$ cat src/sv/i2cms_pkg.sv
// i2cms_pkg: shared types, codes and sizes of the i2c message sequencer
// no dependencies; imported by the front, back and top level
package i2cms_pkg;

   // default sizes
   localparam int MAX_MSGS_DEF  = 8;
   localparam int MAX_BYTES_DEF = 32;
   localparam int MAX_RES       = 16;

   // input commands
   localparam logic [2:0] CMD_LDESC = 3'd0;
   localparam logic [2:0] CMD_LBYTE = 3'd1;
   localparam logic [2:0] CMD_START = 3'd2;
   localparam logic [2:0] CMD_ACK   = 3'd3;
   localparam logic [2:0] CMD_NACK  = 3'd4;
   localparam logic [2:0] CMD_ARB   = 3'd5;
   localparam logic [2:0] CMD_RXB   = 3'd6;

   // classified word kinds
   localparam logic [2:0] K_LDESC = 3'd0;
   localparam logic [2:0] K_LBYTE = 3'd1;
   localparam logic [2:0] K_START = 3'd2;
   localparam logic [2:0] K_ACK   = 3'd3;
   localparam logic [2:0] K_NACK  = 3'd4;
   localparam logic [2:0] K_ARB   = 3'd5;
   localparam logic [2:0] K_RXB   = 3'd6;
   localparam logic [2:0] K_BAD   = 3'd7;

   // controller actions
   localparam logic [3:0] A_START   = 4'd0;
   localparam logic [3:0] A_RSTART  = 4'd1;
   localparam logic [3:0] A_STOP    = 4'd2;
   localparam logic [3:0] A_TX      = 4'd3;
   localparam logic [3:0] A_RX      = 4'd4;
   localparam logic [3:0] A_SEND    = 4'd5;
   localparam logic [3:0] A_ACK     = 4'd6;
   localparam logic [3:0] A_NACK    = 4'd7;
   localparam logic [3:0] A_RXBYTE  = 4'd8;
   localparam logic [3:0] A_STATUS  = 4'd9;
   localparam logic [3:0] A_DONE    = 4'd10;
   localparam logic [3:0] A_IGNORED = 4'd11;

   // message status codes
   localparam logic [1:0] ST_NODEV = 2'd0;
   localparam logic [1:0] ST_NOACK = 2'd1;
   localparam logic [1:0] ST_ARB   = 2'd2;

   // one classified word in the queue
   typedef struct packed {
      logic [2:0] kind;
      logic [2:0] msg_index;
      logic [9:0] dev_addr;
      logic       is_write;
      logic       ten_bit;
      logic       err_skip;
      logic [5:0] msg_len;
      logic [4:0] byte_index;
      logic [7:0] data_byte;
      logic [3:0] msg_count;
   } item_type;

   // queue head towards the back part
   typedef struct packed {
      logic     valid;
      item_type item;
   } q_link_type;

endpackage

$ cat src/sv/i2cms_front.sv
// i2cms_front: accepts request words, classifies the command, two-entry queue
// depends on i2cms_pkg
module i2cms_front import i2cms_pkg::*; (
   input  logic       clock,
   input  logic       reset,
   input  logic       req_valid,
   output logic       req_stall,
   input  logic [2:0] req_command,
   input  logic [2:0] req_msg_index,
   input  logic [9:0] req_dev_addr,
   input  logic       req_is_write,
   input  logic       req_ten_bit,
   input  logic       req_err_skip,
   input  logic [5:0] req_msg_len,
   input  logic [4:0] req_byte_index,
   input  logic [7:0] req_data_byte,
   input  logic [3:0] req_msg_count,
   output q_link_type q_head,
   input  logic       q_pop
);

   item_type   slot_ff [2];
   logic       wr_ptr_ff, wr_ptr_in;
   logic       rd_ptr_ff, rd_ptr_in;
   logic [1:0] count_ff, count_in;
   logic       push;
   item_type   cls;

   // classify the command
   always_comb begin
      cls            = '0;
      cls.msg_index  = req_msg_index;
      cls.dev_addr   = req_dev_addr;
      cls.is_write   = req_is_write;
      cls.ten_bit    = req_ten_bit;
      cls.err_skip   = req_err_skip;
      cls.msg_len    = req_msg_len;
      cls.byte_index = req_byte_index;
      cls.data_byte  = req_data_byte;
      cls.msg_count  = req_msg_count;
      case (req_command)
         CMD_LDESC: cls.kind = K_LDESC;
         CMD_LBYTE: cls.kind = K_LBYTE;
         CMD_START: cls.kind = K_START;
         CMD_ACK:   cls.kind = K_ACK;
         CMD_NACK:  cls.kind = K_NACK;
         CMD_ARB:   cls.kind = K_ARB;
         CMD_RXB:   cls.kind = K_RXB;
         default:   cls.kind = K_BAD;
      endcase
   end

   assign req_stall = (count_ff == 2'd2);
   assign push      = req_valid && !req_stall;

   // queue pointers
   always_comb begin
      wr_ptr_in = wr_ptr_ff ^ push;
      rd_ptr_in = rd_ptr_ff ^ q_pop;
      count_in  = count_ff + {1'b0, push} - {1'b0, q_pop};
   end

   always_ff @(posedge clock) begin
      if (reset) begin
         wr_ptr_ff <= 1'b0;
         rd_ptr_ff <= 1'b0;
         count_ff  <= 2'd0;
      end else begin
         wr_ptr_ff <= wr_ptr_in;
         rd_ptr_ff <= rd_ptr_in;
         count_ff  <= count_in;
      end
   end

   // queue storage
   always_ff @(posedge clock) begin
      if (push) begin
         slot_ff[wr_ptr_ff] <= cls;
      end
   end

   assign q_head.valid = (count_ff != 2'd0);
   assign q_head.item  = slot_ff[rd_ptr_ff];

endmodule

$ cat src/sv/i2cms_back.sv
// i2cms_back: transfer sequencer, descriptor and write-byte stores, result register
// depends on i2cms_pkg; fed by i2cms_front
module i2cms_back import i2cms_pkg::*; #(
   parameter int MAX_MSGS  = MAX_MSGS_DEF,
   parameter int MAX_BYTES = MAX_BYTES_DEF
) (
   input  logic       clock,
   input  logic       reset,
   input  q_link_type q_head,
   output logic       q_pop,
   output logic       rsp_valid,
   input  logic       rsp_stall,
   output logic [3:0] rsp_action,
   output logic [7:0] rsp_byte_value,
   output logic [2:0] rsp_out_msg,
   output logic [4:0] rsp_out_byte,
   output logic [1:0] rsp_status,
   output logic       rsp_last
);

   localparam int MW    = $clog2(MAX_MSGS + 1);
   localparam int IW    = (MAX_MSGS > 1) ? $clog2(MAX_MSGS) : 1;
   localparam int BW    = $clog2(MAX_BYTES + 1);
   localparam int DEPTH = MAX_MSGS * MAX_BYTES;
   localparam int AW    = (DEPTH > 1) ? $clog2(DEPTH) : 1;

   // phases of the transfer
   localparam logic [2:0] PH_IDLE   = 3'd0;
   localparam logic [2:0] PH_ADDR7  = 3'd1;
   localparam logic [2:0] PH_ADDR1R = 3'd2;
   localparam logic [2:0] PH_ADDR1W = 3'd3;
   localparam logic [2:0] PH_SEND   = 3'd4;
   localparam logic [2:0] PH_RECV   = 3'd5;

   // sequencer steps
   localparam logic [4:0] S_POP   = 5'd0;
   localparam logic [4:0] S_IGN   = 5'd1;
   localparam logic [4:0] S_BEG   = 5'd2;
   localparam logic [4:0] S_DONE  = 5'd3;
   localparam logic [4:0] S_BTX   = 5'd4;
   localparam logic [4:0] S_BADR  = 5'd5;
   localparam logic [4:0] S_RX    = 5'd6;
   localparam logic [4:0] S_RXA   = 5'd7;
   localparam logic [4:0] S_A1LO  = 5'd8;
   localparam logic [4:0] S_A1RS  = 5'd9;
   localparam logic [4:0] S_A1TX  = 5'd10;
   localparam logic [4:0] S_A1HI  = 5'd11;
   localparam logic [4:0] S_SWAIT = 5'd12;
   localparam logic [4:0] S_SDAT  = 5'd13;
   localparam logic [4:0] S_RNA   = 5'd14;
   localparam logic [4:0] S_RSR   = 5'd15;
   localparam logic [4:0] S_RXB   = 5'd16;
   localparam logic [4:0] S_FAIL  = 5'd17;
   localparam logic [4:0] S_FCHK  = 5'd18;

   // descriptor table
   logic [9:0]    d_addr_ff [MAX_MSGS];
   logic          d_wr_ff   [MAX_MSGS];
   logic          d_ten_ff  [MAX_MSGS];
   logic          d_skip_ff [MAX_MSGS];
   logic [BW-1:0] d_len_ff  [MAX_MSGS];

   // write byte store
   logic [7:0]    wmem [DEPTH];
   logic [7:0]    rd_ff;
   logic [AW-1:0] raddr, waddr;
   logic          wmem_we, desc_we;
   logic [BW-1:0] len_sat;

   // control state
   logic [4:0]    st_ff, st_in;
   logic [2:0]    phase_ff, phase_in;
   logic [MW-1:0] cur_ff, cur_in;
   logic [MW-1:0] act_ff, act_in;
   logic [BW-1:0] bc_ff, bc_in;
   logic          first_ff, first_in;
   logic [1:0]    code_ff, code_in;
   logic [7:0]    dbyte_ff, dbyte_in;
   logic [4:0]    cnt_ff, cnt_in;

   // result register
   logic          rv_ff, rv_in;
   logic [3:0]    ra_ff, ra_in;
   logic [7:0]    rb_ff, rb_in;
   logic [2:0]    rm_ff, rm_in;
   logic [4:0]    rp_ff, rp_in;
   logic [1:0]    rs_ff, rs_in;
   logic          rl_ff, rl_in;

   // current descriptor
   logic [9:0]    c_addr;
   logic          c_wr, c_ten, c_skip;
   logic [BW-1:0] c_len;
   logic          cur_ok;
   logic [BW:0]   bc1, bc2, len_x;

   // emit step
   logic          is_emit, fire, do_out, e_fin;
   logic [3:0]    e_act;
   logic [7:0]    e_val;
   logic [2:0]    e_msg;
   logic [4:0]    e_pos;
   logic [1:0]    e_st;
   logic          out_free;
   logic [3:0]    mcnt;
   logic [MW-1:0] cnt_sat;
   item_type      it;

   assign it     = q_head.item;
   assign cur_ok = (int'(cur_ff) < MAX_MSGS);
   assign c_addr = d_addr_ff[cur_ff[IW-1:0]];
   assign c_wr   = d_wr_ff[cur_ff[IW-1:0]];
   assign c_ten  = d_ten_ff[cur_ff[IW-1:0]];
   assign c_skip = d_skip_ff[cur_ff[IW-1:0]];
   assign c_len  = d_len_ff[cur_ff[IW-1:0]];
   assign len_x  = {1'b0, c_len};
   assign bc1    = {1'b0, bc_ff} + (BW+1)'(1);
   assign bc2    = {1'b0, bc_ff} + (BW+1)'(2);
   assign mcnt   = it.msg_count;
   assign cnt_sat = (int'(mcnt) > MAX_MSGS) ? MW'(MAX_MSGS) : MW'(mcnt);
   assign len_sat = (int'(it.msg_len) > MAX_BYTES) ? BW'(MAX_BYTES) : BW'(it.msg_len);
   assign out_free = !rv_ff || !rsp_stall;

   // store write and read addresses
   assign waddr   = AW'(int'(it.msg_index) * MAX_BYTES + int'(it.byte_index));
   assign raddr   = AW'(int'(cur_ff) * MAX_BYTES + int'(bc_ff));
   assign q_pop   = (st_ff == S_POP) && q_head.valid;
   assign desc_we = q_pop && (it.kind == K_LDESC) && (int'(it.msg_index) < MAX_MSGS);
   assign wmem_we = q_pop && (it.kind == K_LBYTE) && (int'(it.msg_index) < MAX_MSGS)
                    && (int'(it.byte_index) < MAX_BYTES);

   always_ff @(posedge clock) begin
      if (desc_we) begin
         d_addr_ff[it.msg_index[IW-1:0]] <= it.dev_addr;
         d_wr_ff[it.msg_index[IW-1:0]]   <= it.is_write;
         d_ten_ff[it.msg_index[IW-1:0]]  <= it.ten_bit;
         d_skip_ff[it.msg_index[IW-1:0]] <= it.err_skip;
         d_len_ff[it.msg_index[IW-1:0]]  <= len_sat;
      end
   end

   always_ff @(posedge clock) begin
      if (wmem_we) begin
         wmem[waddr] <= it.data_byte;
      end
      rd_ff <= wmem[raddr];
   end

   // which action this step emits
   always_comb begin
      is_emit = 1'b1;
      e_act   = A_IGNORED;
      e_val   = 8'd0;
      e_msg   = cur_ff[2:0];
      e_pos   = 5'd0;
      e_st    = 2'd0;
      e_fin   = 1'b0;
      case (st_ff)
         S_IGN: begin
            e_msg = 3'd0;
            e_fin = 1'b1;
         end
         S_BEG: begin
            if (cur_ff >= act_ff) begin
               e_act = A_STOP;
               e_msg = 3'd0;
            end else begin
               e_act = first_ff ? A_START : A_RSTART;
            end
         end
         S_DONE: begin
            e_act = A_DONE;
            e_msg = 3'd0;
            e_fin = 1'b1;
         end
         S_BTX, S_A1TX: e_act = A_TX;
         S_BADR: begin
            e_act = A_SEND;
            e_fin = 1'b1;
            if (c_ten) begin
               e_val = 8'hf0 | {5'd0, c_addr[9:8], !c_wr};
            end else begin
               e_val = {c_addr[7:1], !c_wr};
            end
         end
         S_RX: e_act = A_RX;
         S_RXA: begin
            e_act = (c_len <= BW'(1)) ? A_NACK : A_ACK;
            e_fin = 1'b1;
         end
         S_A1LO: begin
            e_act = A_SEND;
            e_val = c_addr[7:0];
            e_fin = (phase_ff == PH_ADDR1W);
         end
         S_A1RS: e_act = A_RSTART;
         S_A1HI: begin
            e_act = A_SEND;
            e_val = 8'hf0 | {5'd0, c_addr[9:8], 1'b1};
            e_fin = 1'b1;
         end
         S_SDAT: begin
            e_act = A_SEND;
            e_val = rd_ff;
            e_fin = 1'b1;
         end
         S_RNA: e_act = (bc2 >= len_x) ? A_NACK : A_ACK;
         S_RSR: e_act = (cur_ff + MW'(1) == act_ff) ? A_STOP : A_RSTART;
         S_RXB: begin
            e_act = A_RXBYTE;
            e_val = dbyte_ff;
            e_pos = bc_ff[4:0];
            e_fin = (bc1 < len_x);
         end
         S_FAIL: begin
            e_act = A_STATUS;
            e_st  = code_ff;
         end
         default: is_emit = 1'b0;
      endcase
   end

   assign fire   = is_emit && (out_free || (int'(cnt_ff) >= MAX_RES));
   assign do_out = fire && (int'(cnt_ff) < MAX_RES);

   // sequencer
   always_comb begin
      st_in    = st_ff;
      phase_in = phase_ff;
      cur_in   = cur_ff;
      act_in   = act_ff;
      bc_in    = bc_ff;
      first_in = first_ff;
      code_in  = code_ff;
      dbyte_in = dbyte_ff;
      cnt_in   = cnt_ff;
      if (do_out) begin
         cnt_in = cnt_ff + 5'd1;
      end
      case (st_ff)
         S_POP: begin
            if (q_head.valid) begin
               cnt_in   = 5'd0;
               dbyte_in = it.data_byte;
               st_in    = S_IGN;
               case (it.kind)
                  K_LDESC, K_LBYTE: st_in = S_POP;
                  K_START: begin
                     if (phase_ff == PH_IDLE) begin
                        act_in   = cnt_sat;
                        cur_in   = '0;
                        bc_in    = '0;
                        first_in = 1'b1;
                        st_in    = S_BEG;
                     end
                  end
                  K_ACK: begin
                     case (phase_ff)
                        PH_ADDR7:             st_in = S_RX;
                        PH_ADDR1R, PH_ADDR1W: st_in = S_A1LO;
                        PH_SEND: begin
                           if (bc_ff >= c_len) begin
                              cur_in   = cur_ff + MW'(1);
                              first_in = 1'b0;
                              st_in    = S_BEG;
                           end else begin
                              st_in = S_SWAIT;
                           end
                        end
                        default: st_in = S_IGN;
                     endcase
                  end
                  K_NACK: begin
                     if (phase_ff inside {PH_ADDR7, PH_ADDR1R, PH_ADDR1W, PH_SEND}) begin
                        code_in = (phase_ff == PH_SEND && bc_ff != '0) ? ST_NOACK : ST_NODEV;
                        st_in   = S_FAIL;
                     end
                  end
                  K_ARB: begin
                     if (phase_ff != PH_IDLE) begin
                        code_in = ST_ARB;
                        st_in   = S_FAIL;
                     end
                  end
                  K_RXB: begin
                     if (phase_ff == PH_RECV) begin
                        st_in = S_RNA;
                     end
                  end
                  default: st_in = S_IGN;
               endcase
            end
         end
         S_IGN: if (fire) st_in = S_POP;
         S_BEG: begin
            if (fire) begin
               first_in = 1'b0;
               bc_in    = '0;
               st_in    = (cur_ff >= act_ff) ? S_DONE : S_BTX;
            end
         end
         S_DONE: begin
            if (fire) begin
               phase_in = PH_IDLE;
               cur_in   = '0;
               act_in   = '0;
               bc_in    = '0;
               st_in    = S_POP;
            end
         end
         S_BTX: if (fire) st_in = S_BADR;
         S_BADR: begin
            if (fire) begin
               if (c_ten) begin
                  phase_in = c_wr ? PH_ADDR1W : PH_ADDR1R;
               end else begin
                  phase_in = c_wr ? PH_SEND : PH_ADDR7;
               end
               st_in = S_POP;
            end
         end
         S_RX: if (fire) st_in = S_RXA;
         S_RXA: begin
            if (fire) begin
               phase_in = PH_RECV;
               st_in    = S_POP;
            end
         end
         S_A1LO: begin
            if (fire) begin
               if (phase_ff == PH_ADDR1W) begin
                  phase_in = PH_SEND;
                  st_in    = S_POP;
               end else begin
                  st_in = S_A1RS;
               end
            end
         end
         S_A1RS: if (fire) st_in = S_A1TX;
         S_A1TX: if (fire) st_in = S_A1HI;
         S_A1HI: begin
            if (fire) begin
               phase_in = PH_ADDR7;
               st_in    = S_POP;
            end
         end
         S_SWAIT: st_in = S_SDAT;
         S_SDAT: begin
            if (fire) begin
               bc_in = bc_ff + BW'(1);
               st_in = S_POP;
            end
         end
         S_RNA: begin
            if (fire) begin
               if (bc2 >= len_x && bc1 >= len_x) begin
                  st_in = S_RSR;
               end else begin
                  st_in = S_RXB;
               end
            end
         end
         S_RSR: if (fire) st_in = S_RXB;
         S_RXB: begin
            if (fire) begin
               bc_in = BW'(bc1);
               if (bc1 >= len_x) begin
                  cur_in   = cur_ff + MW'(1);
                  first_in = 1'b0;
                  st_in    = S_BEG;
               end else begin
                  st_in = S_POP;
               end
            end
         end
         S_FAIL: begin
            if (fire) begin
               cur_in = cur_ff + MW'(1);
               st_in  = S_FCHK;
            end
         end
         S_FCHK: begin
            first_in = 1'b0;
            if (cur_ff < act_ff && cur_ok && c_skip) begin
               st_in = S_FAIL;
            end else begin
               st_in = S_BEG;
            end
         end
         default: st_in = S_POP;
      endcase
   end

   // result register
   always_comb begin
      rv_in = rv_ff;
      ra_in = ra_ff;
      rb_in = rb_ff;
      rm_in = rm_ff;
      rp_in = rp_ff;
      rs_in = rs_ff;
      rl_in = rl_ff;
      if (do_out) begin
         rv_in = 1'b1;
         ra_in = e_act;
         rb_in = e_val;
         rm_in = e_msg;
         rp_in = e_pos;
         rs_in = e_st;
         rl_in = e_fin || (int'(cnt_ff) == MAX_RES - 1);
      end else if (!rsp_stall) begin
         rv_in = 1'b0;
      end
   end

   always_ff @(posedge clock) begin
      if (reset) begin
         st_ff    <= S_POP;
         phase_ff <= PH_IDLE;
         cur_ff   <= '0;
         act_ff   <= '0;
         bc_ff    <= '0;
         first_ff <= 1'b0;
         code_ff  <= ST_NODEV;
         cnt_ff   <= 5'd0;
         rv_ff    <= 1'b0;
      end else begin
         st_ff    <= st_in;
         phase_ff <= phase_in;
         cur_ff   <= cur_in;
         act_ff   <= act_in;
         bc_ff    <= bc_in;
         first_ff <= first_in;
         code_ff  <= code_in;
         cnt_ff   <= cnt_in;
         rv_ff    <= rv_in;
      end
   end

   always_ff @(posedge clock) begin
      dbyte_ff <= dbyte_in;
      ra_ff    <= ra_in;
      rb_ff    <= rb_in;
      rm_ff    <= rm_in;
      rp_ff    <= rp_in;
      rs_ff    <= rs_in;
      rl_ff    <= rl_in;
   end

   assign rsp_valid      = rv_ff;
   assign rsp_action     = ra_ff;
   assign rsp_byte_value = rb_ff;
   assign rsp_out_msg    = rm_ff;
   assign rsp_out_byte   = rp_ff;
   assign rsp_status     = rs_ff;
   assign rsp_last       = rl_ff;

endmodule

$ cat src/sv/i2c_master_message_sequencer.sv
// i2c_master_message_sequencer: top level of the i2c message sequencer
// depends on i2cms_pkg, i2cms_front and i2cms_back
//
//   channel   direction   handshake             payload
//   req_*     in          req_valid/req_stall   command and descriptor fields
//   rsp_*     out         rsp_valid/rsp_stall   one controller action per word
//
// a load word only leaves the queue; any other word leaves the queue and then emits
// the actions it causes; a send data byte adds a step for the store read and each
// message marked on error adds a step for the descriptor check
// reset is synchronous and clears the queue, the sequencer and the result valid flag
// a stall on rsp_* holds the sequencer at each action it emits; the queue keeps taking req_* words until full
module i2c_master_message_sequencer import i2cms_pkg::*; #(
   parameter int MAX_MSGS  = MAX_MSGS_DEF,
   parameter int MAX_BYTES = MAX_BYTES_DEF
) (
   input  logic       clock,
   input  logic       reset,
   input  logic       req_valid,
   output logic       req_stall,
   input  logic [2:0] req_command,
   input  logic [2:0] req_msg_index,
   input  logic [9:0] req_dev_addr,
   input  logic       req_is_write,
   input  logic       req_ten_bit,
   input  logic       req_err_skip,
   input  logic [5:0] req_msg_len,
   input  logic [4:0] req_byte_index,
   input  logic [7:0] req_data_byte,
   input  logic [3:0] req_msg_count,
   output logic       rsp_valid,
   input  logic       rsp_stall,
   output logic [3:0] rsp_action,
   output logic [7:0] rsp_byte_value,
   output logic [2:0] rsp_out_msg,
   output logic [4:0] rsp_out_byte,
   output logic [1:0] rsp_status,
   output logic       rsp_last
);

   q_link_type q_head;
   logic       q_pop;

   // front: accept and classify
   i2cms_front u_front (
      .clock          (clock),
      .reset          (reset),
      .req_valid      (req_valid),
      .req_stall      (req_stall),
      .req_command    (req_command),
      .req_msg_index  (req_msg_index),
      .req_dev_addr   (req_dev_addr),
      .req_is_write   (req_is_write),
      .req_ten_bit    (req_ten_bit),
      .req_err_skip   (req_err_skip),
      .req_msg_len    (req_msg_len),
      .req_byte_index (req_byte_index),
      .req_data_byte  (req_data_byte),
      .req_msg_count  (req_msg_count),
      .q_head         (q_head),
      .q_pop          (q_pop)
   );

   // back: sequence the transfer
   i2cms_back #(
      .MAX_MSGS  (MAX_MSGS),
      .MAX_BYTES (MAX_BYTES)
   ) u_back (
      .clock          (clock),
      .reset          (reset),
      .q_head         (q_head),
      .q_pop          (q_pop),
      .rsp_valid      (rsp_valid),
      .rsp_stall      (rsp_stall),
      .rsp_action     (rsp_action),
      .rsp_byte_value (rsp_byte_value),
      .rsp_out_msg    (rsp_out_msg),
      .rsp_out_byte   (rsp_out_byte),
      .rsp_status     (rsp_status),
      .rsp_last       (rsp_last)
   );

endmodule
$ cat config.mk
export PLATFORM = sky130hd
export DESIGN_NAME = i2c_master_message_sequencer
export DESIGN_NICKNAME = d
export VERILOG_FILES = /design/src/sv/i2cms_pkg.sv /design/src/sv/i2cms_front.sv /design/src/sv/i2cms_back.sv /design/src/sv/i2c_master_message_sequencer.sv
export SDC_FILE = /design/constraint.sdc
export NUM_CORES = 2
export LEC_CHECK = 0
export BUFFER_PORTS_ARGS = -buffer_cell sky130_fd_sc_hd__clkbuf_2
export CAP_MARGIN = 5
export CORE_MARGIN = 5
export CORE_UTILIZATION = 63
export DETAILED_ROUTE_END_ITERATION = 6
export PLACE_DENSITY = 0.79
export SLEW_MARGIN = 20
export SYNTH_ARGS = -nofsm -noshare
export SYNTH_HDL_FRONTEND = slang
export SYNTH_SLANG_ARGS = --single-unit
$ cat constraint.sdc
create_clock -name clock -period 4.6 [get_ports clock]
set_clock_uncertainty 0.1 [all_clocks]
set_input_delay 0.23 -clock clock [delete_from_list [all_inputs] [get_ports clock]]
set_output_delay 0.23 -clock clock [all_outputs]
set_load 0.1 [all_outputs]
==> impl_metrics.tcl <==
set metrics [dict create \
    yosys.area.top_type "edfxtp_1" \
    synthFlopType "edfxtp_1" \
    die-height_um 394.8 \
    synth_area_leaders "edfxtp_1 75%, mux4_2 9.3%, mux2i_1 4.5%, nor2_1 1.4%, dfxtp_1 0.99%" \
    routed_wl_um 248700 \
    synth_edf_count 2315 \
    antenna_left 0 \
    fp-row-count 141 \
    p_int_mw 36.46 \
    stdcell_area_um2 106300 \
    critical-path-slowest-cell "dfxtp_2" \
    finalSetupTns_ns 0 \
    required_ns 5.27 \
    grt_max_degree 152 \
    syn_inst 4883 \
    insertion_delay_ns 0.89 \
    drc 0 \
    hpwl_um 147000 \
    crit_arrival_ns 4.87 \
    dp_cells 7024 \
    antenna_found_initial 5 \
    multiInputGateArea_um2 21450 \
    crit_family "multiplexers" \
    p_total_mw 48.20 \
    cts-root-buf "clkbuf_16" \
    hold_ws_ns 0.05151 \
    slew_headroom_pct 21.66 \
    synthArstFlopShare_pct 0 \
    p_switching_mw 11.74 \
    netlist.area_leader.share_pct 74.51 \
    clkPwrFrac_pct 37.4 \
    post_cts_buffers 0 \
    die-area_um2 155900 \
    drive_above_1_share_pct 22.98 \
    critical_path_class "flip-flop to flip-flop" \
    layout_common_cells "2315 x edfxtp_1, 420 x mux2i_1, 387 x mux4_2, 385 x buf_4, 357 x nor2_1" \
    core_area_um2 147500 \
    outcome "completed" \
    portBuffers 70 \
    htree_levels 4 \
    final_util_pct 72.09 \
    end_kind "flip-flop" \
    path_common_cell "a21oi_1" \
    numCtsBuffers 221 \
    drv_slew 0 \
    start_util_pct 63.26 \
    drtIter0Drc 7854 \
    clockBufferDepth 3 \
    combPwrFrac_pct 9.1 \
    gp_congestion 0.9334 \
    grt-ovfl-total 0 \
    syn_to_final_growth_pct 13.96 \
    hold_path_class "input port to flip-flop" \
    cts_tree "built" \
    drv_cap 0 \
    tightestPinTransition_ns 1.175 \
    seqPwrFrac_pct 53.5 \
    p_leak_nw 33.20 \
    critPathMaxFanout 19 \
    yosys_warnings 0 \
    cts.reportedPaths.clkPinSlew_ns 0.06 \
    synth-seq-cells 2361 \
    p_per_area_nw_per_um2 453.4 \
    finalNetCount 5473 \
    fmaxAchievable_mhz 238.1 \
    ir_drop_mv 0.4098 \
    first_pass_iters 7 \
    path_cells "buf_4 -> mux4_2 -> mux2i_1 -> ha_1 -> o21ai_0 -> a21oi_1 -> nor2_1 -> o21ai_1 -> nand4_2 -> or4b_1 -> a21oi_1" \
    setup_viol_count_final 0 \
    cts_sinks 2361 \
    dpl_worst_slack_ns 0.5137 \
    cp-start-kind "flip-flop" \
    synthDistinctLibCells 80 \
    grt_pass1_vias 52370 \
    wl_per_cell_um 33.11 \
    viasPerCell 7.008 \
    dpl_cell_area_um2 98380 \
    syn_nets 4963 \
    synth.avg_cell_area_um2 19.11 \
    path_buf_inv 1 \
    stdcell_count 7512 \
    syn_area_um2 93290 \
    fin_crit_sh_pct 91.28 \
    fin_crit_ns 4.199 \
    timing_hold_violations_final 0 \
    swShare_pct 24.36 \
    grt.total_usage_pct 31.96 \
    num_io_pins 71 \
    grt_pass1_wl_um 361400 \
    die_w_um 394.8 \
    seqCellArea_um2 70460 \
    final_common_cell "edfxtp_1" \
    grt_setup_unrepaired "false" \
    synth_sequential_area_ratio_pct 75.50 \
    setup_slack_ns 0.4009 \
    fillCellCount 8255 \
    cp_slowest_stage_delay_ns 0.81 \
    num_vias 52650 \
]
## cells by family after synthesis
logic type / after synthesis / share of synthesized area [%]
flip-flops: 2361 / 75.50
adder cells (fa/ha/maj): 34 / 0.4560
AND/OR/NAND/NOR: 678 / 3.193
XOR/XNOR: 20 / 0.1878
multiplexers: 840 / 14.25
buffers and inverters: 307 / 1.781
AO/OA/AOI/OAI: 643 / 4.635
## power by group through the flow
stage,Sequential (mW),Clock (mW),Combinational [mW]
final,25.8,18.0,4.37
after global routing,25.8,19.2,4.56
after floorplan,26.8,0,1.86
after detailed placement,26.2,0,4.19
after global placement,26.2,0,4.02
after CTS,25.8,18.1,4.26
## cells in the mapped netlist (44+ instances only)
master	n
edfxtp_1	2315
mux2i_1	420
mux4_2	387
nor2_1	359
a21oi_1	144
clkbuf_1	137
nand2_1	131
o21ai_0	124
a221oi_1	70
o221ai_1	64
o22ai_1	59
a211oi_1	46
buf_6	46
dfxtp_1	46
buf_2	44
## area by class of cell
cell class / instances / share of cell area [%]
flip-flops and latches: 2361 / 66.27
multi-input cells: 2215 / 20.17
clock buffers: 273 / 5.433
repair buffers: 567 / 4.441
well taps: 1930 / 2.271
clock inverters: 136 / 1.302
inverters: 27 / 0.09768
diodes: 3 / 0.007061
## routing by layer
metal / wire (um) / vias up / track usage [%]
met2: 117300 / 4287 / 49.59
met1: 86660 / 26620 / 43.40
met5: 27 / - / 0
met3: 30920 / 735 / 8.014
li1: - / 21000 / -
met4: 13810 / 4 / 15.24
## flip-flops by register name, summed over array words and instances, names as in the netlist, 5 cells and up, named ones only
| register | count |
|---|---|
| u_back.bc_ff | 6 |
| u_back.cnt_ff | 5 |
| u_back.d_addr_ff | 80 |
| u_back.d_len_ff | 48 |
| u_back.d_skip_ff | 8 |
| u_back.d_ten_ff | 8 |
| u_back.d_wr_ff | 8 |
| u_back.dbyte_ff | 8 |
| u_back.rd_ff | 8 |
| u_back.rsp_byte_value | 8 |
| u_back.rsp_out_byte | 5 |
| u_back.st_ff | 5 |
| u_back.wmem | 2048 |
| u_front.slot_ff | 84 |
## worst paths after layout
path         slack, ns                      to        startpoint  cells past startpoint
max               0.40               flip-flop         flip-flop                     11
min reg2reg       0.43        u_back.cnt_ff[4]  u_back.cnt_ff[4]                      2
min               0.05  u_front.slot_ff[1][41]    req_command[2]                      2
max reg2reg       0.40               flip-flop         flip-flop                     11
## repair_timing
item                      CTS  global route
resized for setup           0             0
hold buffers               76             0
hold endpoints to repair   88             0
Power figures use the tool's default switching activity.
